<file path="src/hw/rtl/mtd_pkg.sv">
package mtd_pkg;

	localparam int BYTE_W    = 8;
	localparam int MODE_W    = 2;
	localparam int SLOTS     = 4;
	localparam int SLOT_W    = $clog2(SLOTS);
	localparam int CNT_W     = $clog2(SLOTS + 1);
	localparam int QDEPTH    = 4;
	localparam int QPTR_W    = $clog2(QDEPTH);
	localparam int QCNT_W    = $clog2(QDEPTH + 1);
	localparam int ACC_W     = 18;
	localparam int SEXTET_W  = 6;

	localparam logic [MODE_W-1:0] MODE_PASS = 2'd0;
	localparam logic [MODE_W-1:0] MODE_QP   = 2'd1;
	localparam logic [MODE_W-1:0] MODE_B64  = 2'd2;

	localparam logic [1:0] PH_IDLE = 2'd0;
	localparam logic [1:0] PH_EQ   = 2'd1;
	localparam logic [1:0] PH_HI   = 2'd2;

	localparam logic [BYTE_W-1:0] CH_EQ    = 8'h3d;
	localparam logic [BYTE_W-1:0] CH_NL    = 8'h0a;
	localparam logic [BYTE_W-1:0] CH_SP    = 8'h20;
	localparam logic [BYTE_W-1:0] CH_US    = 8'h5f;
	localparam logic [BYTE_W-1:0] CH_TAB   = 8'h09;
	localparam logic [BYTE_W-1:0] CH_CR    = 8'h0d;
	localparam logic [BYTE_W-1:0] CH_PLUS  = 8'h2b;
	localparam logic [BYTE_W-1:0] CH_SLASH = 8'h2f;

	typedef struct packed {
		logic [SLOTS-1:0][BYTE_W-1:0] bytes;
		logic [CNT_W-1:0]             cnt;
		logic                         fin;
	} bundle_t;

	typedef struct packed {
		logic    valid;
		bundle_t item;
	} head_t;

	function automatic logic [3:0] hex_nib(input logic [BYTE_W-1:0] c);
		logic [3:0] r;
		r = 4'd0;
		if (c >= "0" && c <= "9") begin
			r = 4'(c - "0");
		end else if (c >= "A" && c <= "F") begin
			r = 4'(c - "A" + 8'd10);
		end else if (c >= "a" && c <= "f") begin
			r = 4'(c - "a" + 8'd10);
		end
		return r;
	endfunction

	function automatic logic [SEXTET_W-1:0] sextet_of(input logic [BYTE_W-1:0] c);
		logic [SEXTET_W-1:0] r;
		r = '0;
		if (c >= "A" && c <= "Z") begin
			r = SEXTET_W'(c - "A");
		end else if (c >= "a" && c <= "z") begin
			r = SEXTET_W'(c - "a" + 8'd26);
		end else if (c >= "0" && c <= "9") begin
			r = SEXTET_W'(c - "0" + 8'd52);
		end else if (c == CH_PLUS) begin
			r = 6'd62;
		end else if (c == CH_SLASH) begin
			r = 6'd63;
		end
		return r;
	endfunction

	function automatic logic is_ws(input logic [BYTE_W-1:0] c);
		return (c == CH_SP) || (c >= CH_TAB && c <= CH_CR);
	endfunction

	function automatic logic [BYTE_W-1:0] qp_plain(input logic [BYTE_W-1:0] c);
		return (c == CH_US) ? CH_SP : c;
	endfunction

endpackage

</file>
<file path="src/hw/rtl/mtd_in_if.sv">
interface mtd_in_if;
	logic       valid;
	logic       ready;
	logic       has_byte;
	logic [7:0] in_byte;
	logic       body_end;

	modport source (output valid, has_byte, in_byte, body_end, input ready);
	modport sink (input valid, has_byte, in_byte, body_end, output ready);
endinterface

</file>
<file path="src/hw/rtl/mtd_out_if.sv">
interface mtd_out_if;
	logic       valid;
	logic       ready;
	logic [7:0] out_byte;
	logic       last_of_run;
	logic       end_of_body;

	modport source (output valid, out_byte, last_of_run, end_of_body, input ready);
	modport sink (input valid, out_byte, last_of_run, end_of_body, output ready);
endinterface

</file>
<file path="src/hw/rtl/mtd_front.sv">
module mtd_front (
	input  logic                     clk,
	input  logic                     arst_n,
	input  logic                     cfg_we,
	input  logic [1:0]               cfg_wdata,
	mtd_in_if.sink                   body,
	input  logic                     full,
	output logic                     push,
	output mtd_pkg::bundle_t         bundle
);
	import mtd_pkg::*;

	logic [MODE_W-1:0]   mode_q;
	logic [1:0]          quad_q, quad_d;
	logic [ACC_W-1:0]    accum_q, accum_d;
	logic [1:0]          pad_q, pad_d;
	logic [1:0]          phase_q, phase_d;
	logic [BYTE_W-1:0]   hi_q, hi_d;
	logic                accept;
	bundle_t             bnd;
	logic [SEXTET_W-1:0] sx;
	logic [23:0]         full_word;
	logic [CNT_W-1:0]    n_out;

	assign body.ready = !full;
	assign accept     = body.valid && !full;
	assign sx         = sextet_of(body.in_byte);

	always_comb begin
		bnd       = '0;
		quad_d    = quad_q;
		accum_d   = accum_q;
		pad_d     = pad_q;
		phase_d   = phase_q;
		hi_d      = hi_q;
		full_word = '0;
		n_out     = '0;
		bnd.fin   = body.body_end;
		case (mode_q)
			MODE_QP: begin
				if (body.has_byte) begin
					if (phase_q == PH_EQ) begin
						if (body.in_byte == CH_NL) begin
							phase_d = PH_IDLE;
						end else begin
							hi_d    = body.in_byte;
							phase_d = PH_HI;
						end
					end else if (phase_q == PH_HI) begin
						bnd.bytes[bnd.cnt[SLOT_W-1:0]] = {hex_nib(hi_q), hex_nib(body.in_byte)};
						bnd.cnt = bnd.cnt + 1'b1;
						phase_d = PH_IDLE;
					end else if (body.in_byte == CH_EQ) begin
						phase_d = PH_EQ;
					end else begin
						bnd.bytes[bnd.cnt[SLOT_W-1:0]] = qp_plain(body.in_byte);
						bnd.cnt = bnd.cnt + 1'b1;
					end
				end
				if (body.body_end) begin
					if (phase_d == PH_EQ) begin
						bnd.bytes[bnd.cnt[SLOT_W-1:0]] = CH_EQ;
						bnd.cnt = bnd.cnt + 1'b1;
					end else if (phase_d == PH_HI) begin
						bnd.bytes[bnd.cnt[SLOT_W-1:0]] = CH_EQ;
						bnd.cnt = bnd.cnt + 1'b1;
						bnd.bytes[bnd.cnt[SLOT_W-1:0]] = qp_plain(hi_d);
						bnd.cnt = bnd.cnt + 1'b1;
					end
					phase_d = PH_IDLE;
					hi_d    = '0;
				end
			end
			MODE_B64: begin
				if (body.has_byte && !(quad_q == 2'd0 && is_ws(body.in_byte))) begin
					if (quad_q != 2'd0 && body.in_byte == CH_EQ) begin
						pad_d = pad_q + 2'd1;
					end
					if (quad_q != 2'd3) begin
						accum_d = {accum_q[ACC_W-SEXTET_W-1:0], sx};
						quad_d  = quad_q + 2'd1;
					end else begin
						full_word = {accum_q, sx};
						n_out     = CNT_W'(3) - {1'b0, pad_d};
						if (n_out >= CNT_W'(1)) begin
							bnd.bytes[bnd.cnt[SLOT_W-1:0]] = full_word[23:16];
							bnd.cnt = bnd.cnt + 1'b1;
						end
						if (n_out >= CNT_W'(2)) begin
							bnd.bytes[bnd.cnt[SLOT_W-1:0]] = full_word[15:8];
							bnd.cnt = bnd.cnt + 1'b1;
						end
						if (n_out >= CNT_W'(3)) begin
							bnd.bytes[bnd.cnt[SLOT_W-1:0]] = full_word[7:0];
							bnd.cnt = bnd.cnt + 1'b1;
						end
						quad_d  = '0;
						accum_d = '0;
						pad_d   = '0;
					end
				end
				if (body.body_end) begin
					quad_d  = '0;
					accum_d = '0;
					pad_d   = '0;
					bnd.bytes[bnd.cnt[SLOT_W-1:0]] = CH_NL;
					bnd.cnt = bnd.cnt + 1'b1;
				end
			end
			default: begin
				if (body.has_byte) begin
					bnd.bytes[0] = body.in_byte;
					bnd.cnt      = CNT_W'(1);
				end
			end
		endcase
	end

	assign push   = accept && (bnd.cnt != '0);
	assign bundle = bnd;

	always_ff @(posedge clk or negedge arst_n) begin
		if (!arst_n) begin
			mode_q  <= MODE_PASS;
			quad_q  <= '0;
			accum_q <= '0;
			pad_q   <= '0;
			phase_q <= PH_IDLE;
			hi_q    <= '0;
		end else begin
			if (cfg_we) begin
				mode_q <= cfg_wdata;
			end
			if (accept) begin
				quad_q  <= quad_d;
				accum_q <= accum_d;
				pad_q   <= pad_d;
				phase_q <= phase_d;
				hi_q    <= hi_d;
			end
		end
	end

endmodule

</file>
<file path="src/hw/rtl/mtd_queue.sv">
module mtd_queue (
	input  logic             clk,
	input  logic             arst_n,
	input  logic             push,
	input  mtd_pkg::bundle_t bundle,
	output logic             full,
	input  logic             pop,
	output mtd_pkg::head_t   head
);
	import mtd_pkg::*;

	bundle_t             mem_q [QDEPTH];
	logic [QPTR_W-1:0]   wr_q, rd_q;
	logic [QCNT_W-1:0]   cnt_q;
	logic                do_pop;

	assign full       = (cnt_q == QCNT_W'(QDEPTH));
	assign head.valid = (cnt_q != '0);
	assign head.item  = mem_q[rd_q];
	assign do_pop     = pop && head.valid;

	always_ff @(posedge clk) begin
		if (push) begin
			mem_q[wr_q] <= bundle;
		end
	end

	always_ff @(posedge clk or negedge arst_n) begin
		if (!arst_n) begin
			wr_q  <= '0;
			rd_q  <= '0;
			cnt_q <= '0;
		end else begin
			if (push) begin
				wr_q <= wr_q + 1'b1;
			end
			if (do_pop) begin
				rd_q <= rd_q + 1'b1;
			end
			if (push && !do_pop) begin
				cnt_q <= cnt_q + 1'b1;
			end else if (!push && do_pop) begin
				cnt_q <= cnt_q - 1'b1;
			end
		end
	end

endmodule

</file>
<file path="src/hw/rtl/mtd_back.sv">
module mtd_back (
	input  logic           clk,
	input  logic           arst_n,
	input  mtd_pkg::head_t head,
	output logic           pop,
	mtd_out_if.source      decoded
);
	import mtd_pkg::*;

	logic [SLOT_W-1:0] idx_q;
	logic              last;
	logic              fire;

	assign last                = ({1'b0, idx_q} == (head.item.cnt - 1'b1));
	assign fire                = decoded.valid && decoded.ready;
	assign pop                 = fire && last;
	assign decoded.valid       = head.valid;
	assign decoded.out_byte    = head.item.bytes[idx_q];
	assign decoded.last_of_run = last;
	assign decoded.end_of_body = last && head.item.fin;

	always_ff @(posedge clk or negedge arst_n) begin
		if (!arst_n) begin
			idx_q <= '0;
		end else if (fire) begin
			idx_q <= last ? '0 : idx_q + 1'b1;
		end
	end

endmodule

</file>
<file path="src/hw/rtl/mime_transfer_decoder.sv">
// Channel   Dir  Payload                                 Handshake
// body      in   has_byte, in_byte[7:0], body_end        valid / ready
// decoded   out  out_byte[7:0], last_of_run, end_of_body valid / ready
// cfg       in   cfg_wdata[1:0] (decode_mode)            cfg_we
//
// The front takes one item per cycle and decodes it in that cycle into a bundle of up to four bytes.
// A four-entry bundle queue sets when the front stalls; the back sends one byte per ready cycle.
// Sustained input rate is one item per cycle while the output side keeps up with the bytes produced.
// Reset clears the mode to pass-through and all decoder state; no clearing pass is needed.
module mime_transfer_decoder (
	input  logic       clk,
	input  logic       arst_n,
	input  logic       cfg_we,
	input  logic [1:0] cfg_wdata,
	mtd_in_if.sink     body,
	mtd_out_if.source  decoded
);
	import mtd_pkg::*;

	logic    push;
	logic    full;
	logic    pop;
	bundle_t bundle;
	head_t   head;

	mtd_front u_front (
		.clk       (clk),
		.arst_n    (arst_n),
		.cfg_we    (cfg_we),
		.cfg_wdata (cfg_wdata),
		.body      (body),
		.full      (full),
		.push      (push),
		.bundle    (bundle)
	);

	mtd_queue u_queue (
		.clk    (clk),
		.arst_n (arst_n),
		.push   (push),
		.bundle (bundle),
		.full   (full),
		.pop    (pop),
		.head   (head)
	);

	mtd_back u_back (
		.clk     (clk),
		.arst_n  (arst_n),
		.head    (head),
		.pop     (pop),
		.decoded (decoded)
	);

	a_no_push_full: assert property (@(posedge clk) disable iff (!arst_n)
		push |-> !full)
		else $error("bundle written into a full queue");

	a_head_nonempty: assert property (@(posedge clk) disable iff (!arst_n)
		head.valid |-> (head.item.cnt != '0))
		else $error("empty bundle at queue head");

	a_end_is_last: assert property (@(posedge clk) disable iff (!arst_n)
		(decoded.valid && decoded.end_of_body) |-> decoded.last_of_run)
		else $error("end of body flagged on a byte that is not last of its run");

	a_pop_on_last: assert property (@(posedge clk) disable iff (!arst_n)
		pop |-> (decoded.valid && decoded.last_of_run))
		else $error("bundle retired before its last byte was sent");

endmodule

</file>
<file path="src/flat_wrapper.sv">
// flat-port wrapper written by rule: the top's interface ports become plain ports
module mime_transfer_decoder_flat import mtd_pkg::*;
  (clk, arst_n, cfg_we, cfg_wdata, body_valid, body_has_byte, body_in_byte, body_body_end, body_ready, decoded_valid, decoded_out_byte, decoded_last_of_run, decoded_end_of_body, decoded_ready);
  mtd_in_if body_i ();
  mtd_out_if decoded_i ();
  input  logic clk;
  input  logic arst_n;
  input  logic cfg_we;
  input  logic [1:0] cfg_wdata;
  input wire logic [$bits(body_i.valid)-1:0] body_valid;
  input wire logic [$bits(body_i.has_byte)-1:0] body_has_byte;
  input wire logic [$bits(body_i.in_byte)-1:0] body_in_byte;
  input wire logic [$bits(body_i.body_end)-1:0] body_body_end;
  output wire logic [$bits(body_i.ready)-1:0] body_ready;
  output wire logic [$bits(decoded_i.valid)-1:0] decoded_valid;
  output wire logic [$bits(decoded_i.out_byte)-1:0] decoded_out_byte;
  output wire logic [$bits(decoded_i.last_of_run)-1:0] decoded_last_of_run;
  output wire logic [$bits(decoded_i.end_of_body)-1:0] decoded_end_of_body;
  input wire logic [$bits(decoded_i.ready)-1:0] decoded_ready;
  assign body_i.valid = body_valid;
  assign body_i.has_byte = body_has_byte;
  assign body_i.in_byte = body_in_byte;
  assign body_i.body_end = body_body_end;
  assign body_ready = body_i.ready;
  assign decoded_valid = decoded_i.valid;
  assign decoded_out_byte = decoded_i.out_byte;
  assign decoded_last_of_run = decoded_i.last_of_run;
  assign decoded_end_of_body = decoded_i.end_of_body;
  assign decoded_i.ready = decoded_ready;
  mime_transfer_decoder u_core (.clk(clk), .arst_n(arst_n), .cfg_we(cfg_we), .cfg_wdata(cfg_wdata), .body(body_i), .decoded(decoded_i));
endmodule
</file>
<file path="config.mk">
export PLATFORM = sky130hd
export DESIGN_NAME = mime_transfer_decoder_flat
export DESIGN_NICKNAME = d
export VERILOG_FILES = /design/src/hw/rtl/mtd_pkg.sv /design/src/hw/rtl/mtd_in_if.sv /design/src/hw/rtl/mtd_out_if.sv /design/src/hw/rtl/mtd_front.sv /design/src/hw/rtl/mtd_queue.sv /design/src/hw/rtl/mtd_back.sv /design/src/hw/rtl/mime_transfer_decoder.sv /design/src/flat_wrapper.sv
export SDC_FILE = /design/constraint.sdc
export NUM_CORES = 1
export LEC_CHECK = 0
export ABC_CLOCK_PERIOD_IN_PS = 4400
export BUFFER_PORTS_ARGS = -buffer_cell sky130_fd_sc_hd__buf_2
export CORE_MARGIN = 2
export CORE_UTILIZATION = 45
export CTS_CLUSTER_DIAMETER = 50
export CTS_CLUSTER_SIZE = 16
export DETAILED_ROUTE_END_ITERATION = 10
export PLACE_DENSITY = 0.66
export SLEW_MARGIN = 20
export SYNTH_ARGS = -nofsm -noshare
export SYNTH_HDL_FRONTEND = slang
export SYNTH_SLANG_ARGS = --single-unit
</file>
<file path="constraint.sdc">
create_clock -name clk -period 4.4 [get_ports clk]
set_clock_uncertainty 0.1 [all_clocks]
set_input_delay 0.66 -clock clk [delete_from_list [all_inputs] [get_ports clk]]
set_output_delay 0.66 -clock clk [all_outputs]
set_load 0.03 [all_outputs]
</file>
==> results of run 1 <==
layout make-up:
type | instances | area [um2]
clock buffers | 20 | 437
repair buffers | 58 | 418
multi-input cells | 447 | 3690
fillers | 1701 | 9690
clock inverters | 12 | 114
flip-flops and latches | 187 | 5400
well taps | 270 | 338
inverters | 37 | 139
per-layer routing:
metal / track usage (%) / vias up / share of wire (%)
met1: 27.8 / 3006 / 43
li1: - / 2731 / -
met5: 0 / - / 0
met4: 5.14 / 0 / 1.0
met3: 4.75 / 28 / 6.3
met2: 34.1 / 213 / 49
power by group through the flow:
stage,Clock [uW],Combinational [uW],Sequential [uW]
after floorplan,0,1490,2280
after global placement,0,1870,2420
after detailed placement,0,1890,2430
after CTS,1470,1900,2400
after global routing,1540,2040,2430
final,1440,1870,2390
final timing paths:
path | start | to | slack (ns) | cells past startpoint
max | body_in_byte[2] | u_core.u_queue.cnt_q[2]$_DFFE_PN0P_ | 0.58 | 18
min | arst_n | u_core.u_front.mode_q[1]$_DFFE_PN0P_ | 0.14 | 1
max reg2reg | u_core.u_front.quad_q[0]$_DFFE_PN0P_ | u_core.u_queue.cnt_q[2]$_DFFE_PN0P_ | 0.84 | 16
min reg2reg | u_core.u_front.accum_q[0]$_DFFE_PN0P_ | u_core.u_front.accum_q[0]$_DFFE_PN0P_ | 0.38 | 2
max in group asynchronous | arst_n | u_core.u_queue.rd_q[0]$_DFFE_PN0P_ | 3.64 | 1
min in group clk | cfg_wdata[0] | u_core.u_front.mode_q[0]$_DFFE_PN0P_ | 0.34 | 3
registers in the layout, indices dropped and copies added (netlist names):
| register | flops |
|---|---|
| u_core.u_front.mode_q | 2 |
| u_core.u_queue.cnt_q | 3 |
| u_core.u_queue.rd_q | 2 |
| u_core.u_back.idx_q | 2 |
| u_core.u_front.hi_q | 8 |
| u_core.u_front.phase_q | 2 |
| u_core.u_front.quad_q | 2 |
| u_core.u_queue.wr_q | 2 |
| u_core.u_queue.mem_q | 144 |
| u_core.u_front.accum_q | 18 |
| u_core.u_front.pad_q | 2 |
cells by family (layout without fill, tap and decap cells):
family | after synthesis | in the layout
compound gates | 154 | 154
xor+xnor | 18 | 18
fa+ha+maj | 34 | 34
buf+inv | 71 | 127
flops | 187 | 187
mux | 56 | 56
other cells | 1 | 24
simple gates | 161 | 161
worst register-to-register path, stage by stage, from the launching register on:
cell,delay [ns]
dfrtp_1,0.40
inv_1,0.06
ha_1,0.27
a31o_2,0.24
a211o_1,0.33
nor2_1,0.25
ha_1,0.31
nand3b_1,0.09
nand2_1,0.05
a21oi_1,0.16
o31a_4,0.18
ha_1,0.18
inv_1,0.06
fa_1,0.37
xor2_1,0.16
nor2_1,0.11
xor2_1,0.16
metrics by stage:
stage / hold slack (ns) / cell area (um2) / util [%] / instances / setup slack (ns)
2_1_floorplan: 0.264 / 9380 / - / 705 / 0.0998
3_3_place_gp: 0.365 / 9990 / 49.4 / 999 / 0.248
3_5_place_dp: 0.371 / 9990 / 49.4 / 999 / 0.180
4_1_cts: 0.324 / 10500 / 52.1 / 1031 / 0.631
5_1_grt: 0.161 / 10500 / 52.1 / 1031 / 0.334
6_report: 0.135 / 10500 / 52.1 / 1031 / 0.585
Yosys cell counts, types with 8 or more instances:
master / instances
a21oi_1: 25
nand2_1: 57
ha_1: 33
clkbuf_1: 24
dfrtp_1: 43
and3_1: 8
edfxtp_1: 144
a21o_1: 8
o21ai_0: 49
mux4_2: 44
xnor2_1: 12
nor3_1: 12
inv_1: 37
a22o_1: 14
mux2i_1: 9
nor2_1: 25
nand3_1: 13
==> summary.txt, run 1 <==
Run status
  – Status: finished clean

Pwr
  – Maximum VDD drop: 0.306 mV
  – Internal power: 3800 uW
  – Clock power frac: 25.3%
  – Power Dens Cells: 541 mW/mm2
  – Part of the power in registers: 41.9%
  – Sw Pwr: 1900 uW
  – Comb pwr share: 32.9%
  – Tot Pwr: 5710 uW
  – Sw Share: 33.4%
  – P_leak: 0.00396 uW

Clocking
  – Worst-Skew Late Latency: 0.43 ns
  – Clock sink total: 187
  – TritonCTS clock tree: yes
  – H-tree depth: 4
  – CTS hold repair buffers: 0
  – CTS resizes: 0
  – Post-CTS Setup Bufs: 0
  – Clk buf depth: 2
  – Worst-path clk slew: 0.07 ns
  – CTS Buf Count: 17
  – Root buf cell: clkbuf_16

Routing
  – Total number of vias: 5,978
  – Final ANT Viol Nets: 0
  – DR DRC count: 0
  – Initial DRT Pass Iterations: 5
  – Routed WL: 21,200 um
  – 1st-iter DRT viols: 498
  – Routed vias/inst: 5.80
  – Routed wire per std cell: 20.5 um

Layout
  – Final Net Count: 799
  – Share of cells above drive strength 1: 19.6%
  – Diode count: 0
  – Most frequent cells in the layout: edfxtp_1, nand2_1, o21ai_0, mux4_2, dfrtp_1
  – Area Overhead vs Synth: 13.5%
  – Commonest non-fill, non-tap cell in the layout: edfxtp_1

Setup path
  – CP Capture Type: register
  – Cell family with most CP delay: adder cells
  – CP Data Required Time: 4.65 ns
  – Buf+Inv Stages, Crit Path: 3
  – Largest stage delay, worst path: 0.37 ns
  – Most frequent CP cell: ha_1
  – Arrival time worst endpoint: 4.06 ns
  – CP max FO: 7
  – Crit start category: input port
  – Worst Path Class, Setup: in -> reg
  – Cell Chain, Critical Path: buf_2, inv_1, ha_1, and3_1, a31o_2, a211o_1, nor2_1, ha_1, nand3b_1, nand2_1, a21oi_1, o31a_4, ha_1, inv_1, fa_1, xor2_1, nor2_1, xor2_1
  – Slowest-stage cell, CP: fa_1

Floorplanning
  – Die W: 148 um
  – Core area: 0.0202 mm2
  – Initial core utilization: 45.9%
  – I/O pin count: 29
  – Total die area: 0.0218 mm2
  – FP Rows: 52
  – Die Ht: 148 um

Placed design
  – GP Congestion: 0.903
  – PortBufs: 28
  – Final HPWL DP: 14,700 um

Synth
  – Synth Area in Compound Gates: 11.7%
  – Post-synthesis mux area share: 12.0%
  – Largest family of logic cells by synthesized area: multiplexers
  – Post-synth EDFFs: 144
  – Async S/R FF share, synth: 23.0%
  – Post-Synth XOR/XNOR Area: 1.70%
  – Mean post-synth cell area: 13.6 um2
  – Post-Syn Area: 0.00929 mm2
  – Post-synth top flop: edfxtp_1
  – Yosys Warn Count: 0
  – Register area share after synthesis: 58.2%
  – Yosys reg bits: 187
  – Leading area contributor after synthesis: edfxtp_1
  – Cells after synthesis: 682
  – Top-area cell type share of the netlist area: 46.6%
  – Simple-gate portion of the synthesized area: 8.66%
  – Area contributors post-synth: edfxtp_1, dfrtp_1, mux4_2
  – Post-synthesis adder-cell area fraction: 4.66%
  – Yosys cell types: 74

Global routing
  – Total congestion overflow: 0
  – Number of global-route vias before repair: 6,032
  – Total Routing Usage GR: 20.6%
  – Initial antenna violation count: 0
  – Largest net degree at the start of global routing: 44
  – First-pass GRT wire length: 34,100 um

STA
  – RSZ-0062 raised after global routing: false
  – Final setup fails: 0
  – Final Slew Violations: 0
  – FMAX: 262 MHz
  – Final min period: 3.82 ns
  – Slew Limit Headroom: 44.5%
  – Hold Vio Cnt, Final: 0
  – Final Cycle Share: 86.7%
  – Slew @ Worst Pin: 0.822 ns
  – Fin Setup TNS: 0 ns

Job
  – Max-cap check violation count: 0

Worst hold path
  – Min-delay worst type: in -> async
No activity file was read; power rests on OpenSTA's default activity.
==> run 2: changes to the inputs <==
--- a/config.mk
+++ b/config.mk
@@ -12,6 +12,7 @@
 export CTS_CLUSTER_DIAMETER = 50
 export CTS_CLUSTER_SIZE = 16
 export DETAILED_ROUTE_END_ITERATION = 10
+export GPL_TIMING_DRIVEN = 0
 export PLACE_DENSITY = 0.66
 export SLEW_MARGIN = 20
 export SYNTH_ARGS = -nofsm -noshare
==> summary.txt, run 2 (synthesized netlist as in run 1, its figures left out) <==
Run status
  – Status: finished clean

Routing
  – Routed vias/inst: 5.89
  – Initial DRT Pass Iterations: 8
  – Routed WL: 21,900 um
  – DR DRC count: 0
  – Total number of vias: 6,081
  – 1st-iter DRT viols: 645
  – Routed wire per std cell: 21.3 um
  – Final ANT Viol Nets: 0

Global routing
  – Initial antenna violation count: 0
  – Total Routing Usage GR: 20.9%
  – Number of global-route vias before repair: 5,920
  – First-pass GRT wire length: 33,800 um
  – Largest net degree at the start of global routing: 44
  – Total congestion overflow: 0

Pwr
  – Sw Pwr: 2020 uW
  – Maximum VDD drop: 0.319 mV
  – Part of the power in registers: 39.6%
  – Sw Share: 34.6%
  – Power Dens Cells: 554 mW/mm2
  – P_leak: 0.00391 uW
  – Internal power: 3810 uW
  – Comb pwr share: 34.1%
  – Clock power frac: 26.3%

Setup path
  – R2R Setup Slk: 0.41 ns
  – Buf+Inv Stages, Crit Path: 4
  – Largest stage delay, worst path: 0.46 ns
  – Cell Chain, Critical Path: buf_2, clkbuf_2, inv_1, ha_1, and3_1, a31o_2, a211o_1, o211a_1, o32a_1, o31a_4, ha_1, inv_1, fa_1, mux2_2
  – CP Capture Type: register
  – Worst r2r src: u_core.u_queue.rd_q[0]$_DFFE_PN0P_
  – Reg2Reg Depth: 11
  – Crit Reg-Reg Endpoint: u_core.u_queue.cnt_q[1]$_DFFE_PN0P_
  – CP max FO: 10
  – Cell family with most CP delay: compound AO/OA/AOI/OAI gates
  – CP Data Required Time: 4.61 ns
  – Slowest-stage cell, CP: o32a_1
  – Worst Path Class, Setup: in -> reg
  – Crit start category: input port
  – Arrival time worst endpoint: 4.53 ns

Floorplanning
  – Die Ht: 148 um
  – I/O pin count: 29
  – Initial core utilization: 45.9%
  – Die W: 148 um
  – FP Rows: 52
  – Total die area: 0.0218 mm2
  – Core area: 0.0202 mm2

Clocking
  – Root buf cell: clkbuf_16
  – Clock sink total: 187
  – Worst-path clk slew: 0.07 ns
  – CTS Buf Count: 17
  – TritonCTS clock tree: yes
  – Clk buf depth: 2
  – Worst-Skew Late Latency: 0.43 ns
  – CTS hold repair buffers: 0
  – H-tree depth: 4

STA
  – Final Cycle Share: 98.1%
  – Final setup fails: 0
  – RSZ-0062 raised after global routing: true
  – Final min period: 4.32 ns
  – Final Slew Violations: 0
  – FMAX: 232 MHz
  – Slew @ Worst Pin: 1.03 ns
  – Hold WS: 0.122 ns
  – Hold Vio Cnt, Final: 0
  – Final WS setup: 0.0847 ns
  – Slew Limit Headroom: 29.4%

Layout
  – Biggest register: u_core.u_queue.mem_q
  – Most frequent cells in the layout: edfxtp_1, nand2_1, o21ai_0, mux4_2, dfrtp_1
  – Multi-input gate area: 0.00373 mm2
  – Share of cells above drive strength 1: 18.8%
  – Commonest non-fill, non-tap cell in the layout: edfxtp_1
  – Max FFs per register: 144
  – Diode count: 0
  – Largest regs: u_core.u_queue.mem_q x144, u_core.u_front.accum_q x18, u_core.u_front.hi_q x8
  – Fill cells: 1,682
  – Final Net Count: 800
  – Area Overhead vs Synth: 13.2%
  – Reg area: 0.00540 mm2

Placed design
  – GP Congestion: 0.929
  – Final HPWL DP: 15,200 um
  – PortBufs: 25
  – Pre-CTS WS: -0.871 ns

Job
  – Max-cap check violation count: 0

Worst hold path
  – Min-delay worst type: in -> async
## run 2: cell types whose count changed in the layout (fill, tap and decap cells not counted), sizes merged
cell,previous run,this run
inv,41,43
buf,58,39
clkdlybuf4s15,0,1
clkinv,3,5
clkinvlp,4,3
clkbuf,20,36
## run 2: per-layer routing
metal  share of wire (%)  GRT usage, %
met1                  42          26.9
met5                   0             0
met3                 5.9          4.75
met4                 1.5          6.06
met2                  51          35.5
## run 2: worst max path at each step
stage                                             from                               endpoint  cells past startpoint
finish                                 body_in_byte[2]    u_core.u_queue.cnt_q[1]$_DFFE_PN0P_                     14
global route                           body_in_byte[4]    u_core.u_queue.cnt_q[2]$_DFFE_PN0P_                     18
CTS                 u_core.u_queue.rd_q[0]$_DFFE_PN0P_                    decoded_end_of_body                      8
detailed placement                     body_in_byte[2]  u_core.u_queue.mem_q[0][28]$_DFFE_PP_                     15
global placement                       body_in_byte[2]  u_core.u_queue.mem_q[0][30]$_DFFE_PP_                     15
floorplan           u_core.u_queue.rd_q[0]$_DFFE_PN0P_    u_core.u_queue.cnt_q[1]$_DFFE_PN0P_                     12
## run 2: metrics by stage
step	util [%]	area, um2	setup TNS [ns]	instances	power [uW]
4_1_cts	51.6	10400	0	1028	5870
3_5_place_dp	48.6	9840	-145.75	1000	4340
6_report	52.0	10500	0	1032	5830
3_3_place_gp	48.6	9840	-136.74	1000	4270
2_1_floorplan	-	9380	0	705	3770
5_1_grt	52.0	10500	-0.126	1032	6120
## run 2: area by class of cell
class	instances	area share, %
Sequential cell	187	51.4
Clock buffer	17	4.05
Clock inverter	15	1.61
Tap cell	270	3.21
Multi-Input combinational cell	447	35.5
Timing Repair Buffer	30	1.57
Buffer	29	1.34
Inverter	37	1.36
## run 2: power groups by stage
stage               clock [uW]  sequential [uW]  combinational [uW]
floorplan                    0             2280                1490
global placement             0             2300                1970
detailed placement           0             2330                2010
CTS                       1560             2310                2000
global route              1630             2340                2150
finish                    1530             2310                1990
## run 2: worst register-to-register path: cells and delay by family (launching register included)
family	cells	cell delay, ns
flip-flops	1	0.60
adder cells (fa/ha/maj)	3	0.90
buffers and inverters	3	0.71
XOR/XNOR	1	0.13
AND/OR/NAND/NOR	2	0.60
multiplexers	2	0.84
## run 2: repair_timing
| item | 4_1_cts | 5_1_grt |
|---|---|---|
| setup buffers | 0 | 5 |
| setup endpoints to repair | 162 | 4 |
| pin swaps | 0 | 1 |
| resized for setup | 10 | 13 |
| gates cloned | 0 | 0 |
==> run 3: changes to the inputs <==
--- a/config.mk
+++ b/config.mk
@@ -14,6 +14,7 @@
 export DETAILED_ROUTE_END_ITERATION = 10
 export GPL_TIMING_DRIVEN = 0
 export PLACE_DENSITY = 0.66
+export RECOVER_POWER = 100
 export SLEW_MARGIN = 20
 export SYNTH_ARGS = -nofsm -noshare
 export SYNTH_HDL_FRONTEND = slang
==> summary.txt, run 3 (synthesized netlist as in run 1, its figures left out) <==
Clocking
  – Worst-Skew Late Latency: 0.43 ns
  – H-tree depth: 4
  – TritonCTS clock tree: yes
  – CTS Buf Count: 17
  – Clock sink total: 187
  – Clk buf depth: 2
  – Root buf cell: clkbuf_16
  – Worst-path clk slew: 0.07 ns

Global routing
  – Grt met2 use: 35.5%
  – Busiest layer in global routing: met2
  – First-pass GRT wire length: 33,800 um
  – Met3 Track Usage GR: 4.75%
  – Largest net degree at the start of global routing: 44
  – Total congestion overflow: 0
  – Total Routing Usage GR: 20.9%
  – Initial antenna violation count: 0
  – Number of global-route vias before repair: 5,920
  – Grt met1 use: 26.9%

STA
  – Fin Setup TNS: 0 ns
  – Hold Vio Cnt, Final: 0
  – Final Slew Violations: 44
  – Final Cycle Share: 97.8%
  – Final min period: 4.30 ns
  – FMAX: 232 MHz
  – Slew Limit Headroom: -59.3%
  – Final setup fails: 0
  – Hold WS: 0.334 ns
  – Slew @ Worst Pin: 2.39 ns
  – RSZ-0062 raised after global routing: true

Routing
  – Total number of vias: 6,099
  – Initial DRT Pass Iterations: 6
  – 1st-iter DRT viols: 648
  – Routed vias/inst: 5.91
  – Routed wire per std cell: 21.3 um
  – Routed WL: 21,900 um
  – DR DRC count: 0
  – Final ANT Viol Nets: 0

Layout
  – Core Util, Final: 51.9%
  – Largest regs: u_core.u_queue.mem_q x144, u_core.u_front.accum_q x18, u_core.u_front.hi_q x8
  – Diode count: 0
  – Biggest register: u_core.u_queue.mem_q
  – Commonest non-fill, non-tap cell in the layout: edfxtp_1
  – Reg area: 0.00540 mm2
  – Final non-filler cell area: 0.0105 mm2
  – Fill cells: 1,684
  – Max FFs per register: 144
  – Share of cells above drive strength 1: 18.4%
  – Most frequent cells in the layout: edfxtp_1, nand2_1, o21ai_0, mux4_2, dfrtp_1
  – Final Net Count: 800
  – Multi-input gate area: 0.00373 mm2
  – Area Overhead vs Synth: 13.2%

Run status
  – Status: finished, violations left
  – Failing checks: capacitance limit, slew limit

Floorplanning
  – Die W: 148 um
  – Core area: 0.0202 mm2
  – I/O pin count: 29
  – Total die area: 0.0218 mm2
  – Die Ht: 148 um
  – FP Rows: 52
  – Initial core utilization: 45.9%

Setup path
  – Crit Reg-Reg Endpoint: u_core.u_queue.cnt_q[1]$_DFFE_PN0P_
  – CP max FO: 10
  – Worst r2r src: u_core.u_queue.rd_q[0]$_DFFE_PN0P_
  – Reg2Reg Depth: 11
  – Largest stage delay, worst path: 0.46 ns
  – Crit start category: input port
  – CP Capture Type: register
  – Worst Path Class, Setup: in -> reg
  – R2R Setup Slk: 0.40 ns
  – Slowest-stage cell, CP: o32a_1
  – Arrival time worst endpoint: 4.52 ns
  – Cell Chain, Critical Path: buf_2, clkbuf_2, inv_1, ha_1, and3_1, a31o_2, a211o_1, o211a_1, o32a_1, o31a_4, ha_1, inv_1, fa_1, mux2_2
  – CP Data Required Time: 4.61 ns

Placed design
  – Placed cell areas: 0.00984 mm2
  – Final HPWL DP: 15,200 um
  – GP Congestion: 0.929
  – PortBufs: 25

Worst hold path
  – Hold_sp: cfg_wdata[0]
  – Min-delay worst type: in -> reg
  – Worst hold path depth: 3
  – Hold path endpoint: u_core.u_front.mode_q[0]$_DFFE_PN0P_

Pwr
  – Tot Pwr: 5830 uW
  – Power Dens Cells: 555 mW/mm2
  – P_leak: 0.00390 uW
  – Maximum VDD drop: 0.323 mV

Job
  – Max-cap check violation count: 1
## run 3: repair_timing
item	4_1_cts	5_1_grt
pin swaps	0	1
setup endpoints to repair	162	4
gates resized for setup	10	13
hold buffers	0	0
setup buffers	0	5
## run 3: worst max-delay path: cells and delay by family
kind	cells	cell delay [ns]
muxes	1	0.26
and+or+nand+nor	1	0.22
adders and majority gates	3	0.94
buffers and inverters	4	0.66
AOI/OAI and AO/OA	5	1.77
## run 3: layout make-up
cell class / instances / area share (%)
buffer: 29 / 1.35
clock buffer: 17 / 4.05
clock inverter: 15 / 1.61
inverter: 37 / 1.36
multi-input combinational: 447 / 35.5
sequential: 187 / 51.4
tap: 270 / 3.21
timing repair buffer: 30 / 1.51
## run 3: per-stage QoR
step / setup slack [ns] / std cells
2_1_floorplan: 0.0998 / 705
3_3_place_gp: -0.820 / 1000
3_5_place_dp: -0.871 / 1000
4_1_cts: 0.00706 / 1028
5_1_grt: -0.125 / 1032
6_report: 0.0960 / 1032
## run 3: power by group
group / total [uW] / switching [uW] / internal (uW)
Sequential: 2310 / 142 / 2170
Combinational: 1980 / 1160 / 829
Clock: 1530 / 722 / 811
## run 3: worst max path at each step
| stage | from | end | cells after the start |
|---|---|---|---|
| 3_5_place_dp | body_in_byte[2] | u_core.u_queue.mem_q[0][28]$_DFFE_PP_ | 15 |
| 4_1_cts | u_core.u_queue.rd_q[0]$_DFFE_PN0P_ | decoded_end_of_body | 8 |
| 3_3_place_gp | body_in_byte[2] | u_core.u_queue.mem_q[0][30]$_DFFE_PP_ | 15 |
| 2_1_floorplan | u_core.u_queue.rd_q[0]$_DFFE_PN0P_ | u_core.u_queue.cnt_q[1]$_DFFE_PN0P_ | 12 |
| 5_1_grt | body_in_byte[4] | u_core.u_queue.cnt_q[2]$_DFFE_PN0P_ | 18 |
| 6_report | body_in_byte[2] | u_core.u_queue.cnt_q[1]$_DFFE_PN0P_ | 14 |
## run 3: per-layer routing
metal | up-vias | wire length [um]
met2 | 217 | 11000
li1 | 2740 | -
met3 | 38 | 1230
met5 | - | 0
met4 | 0 | 417
met1 | 3104 | 9280
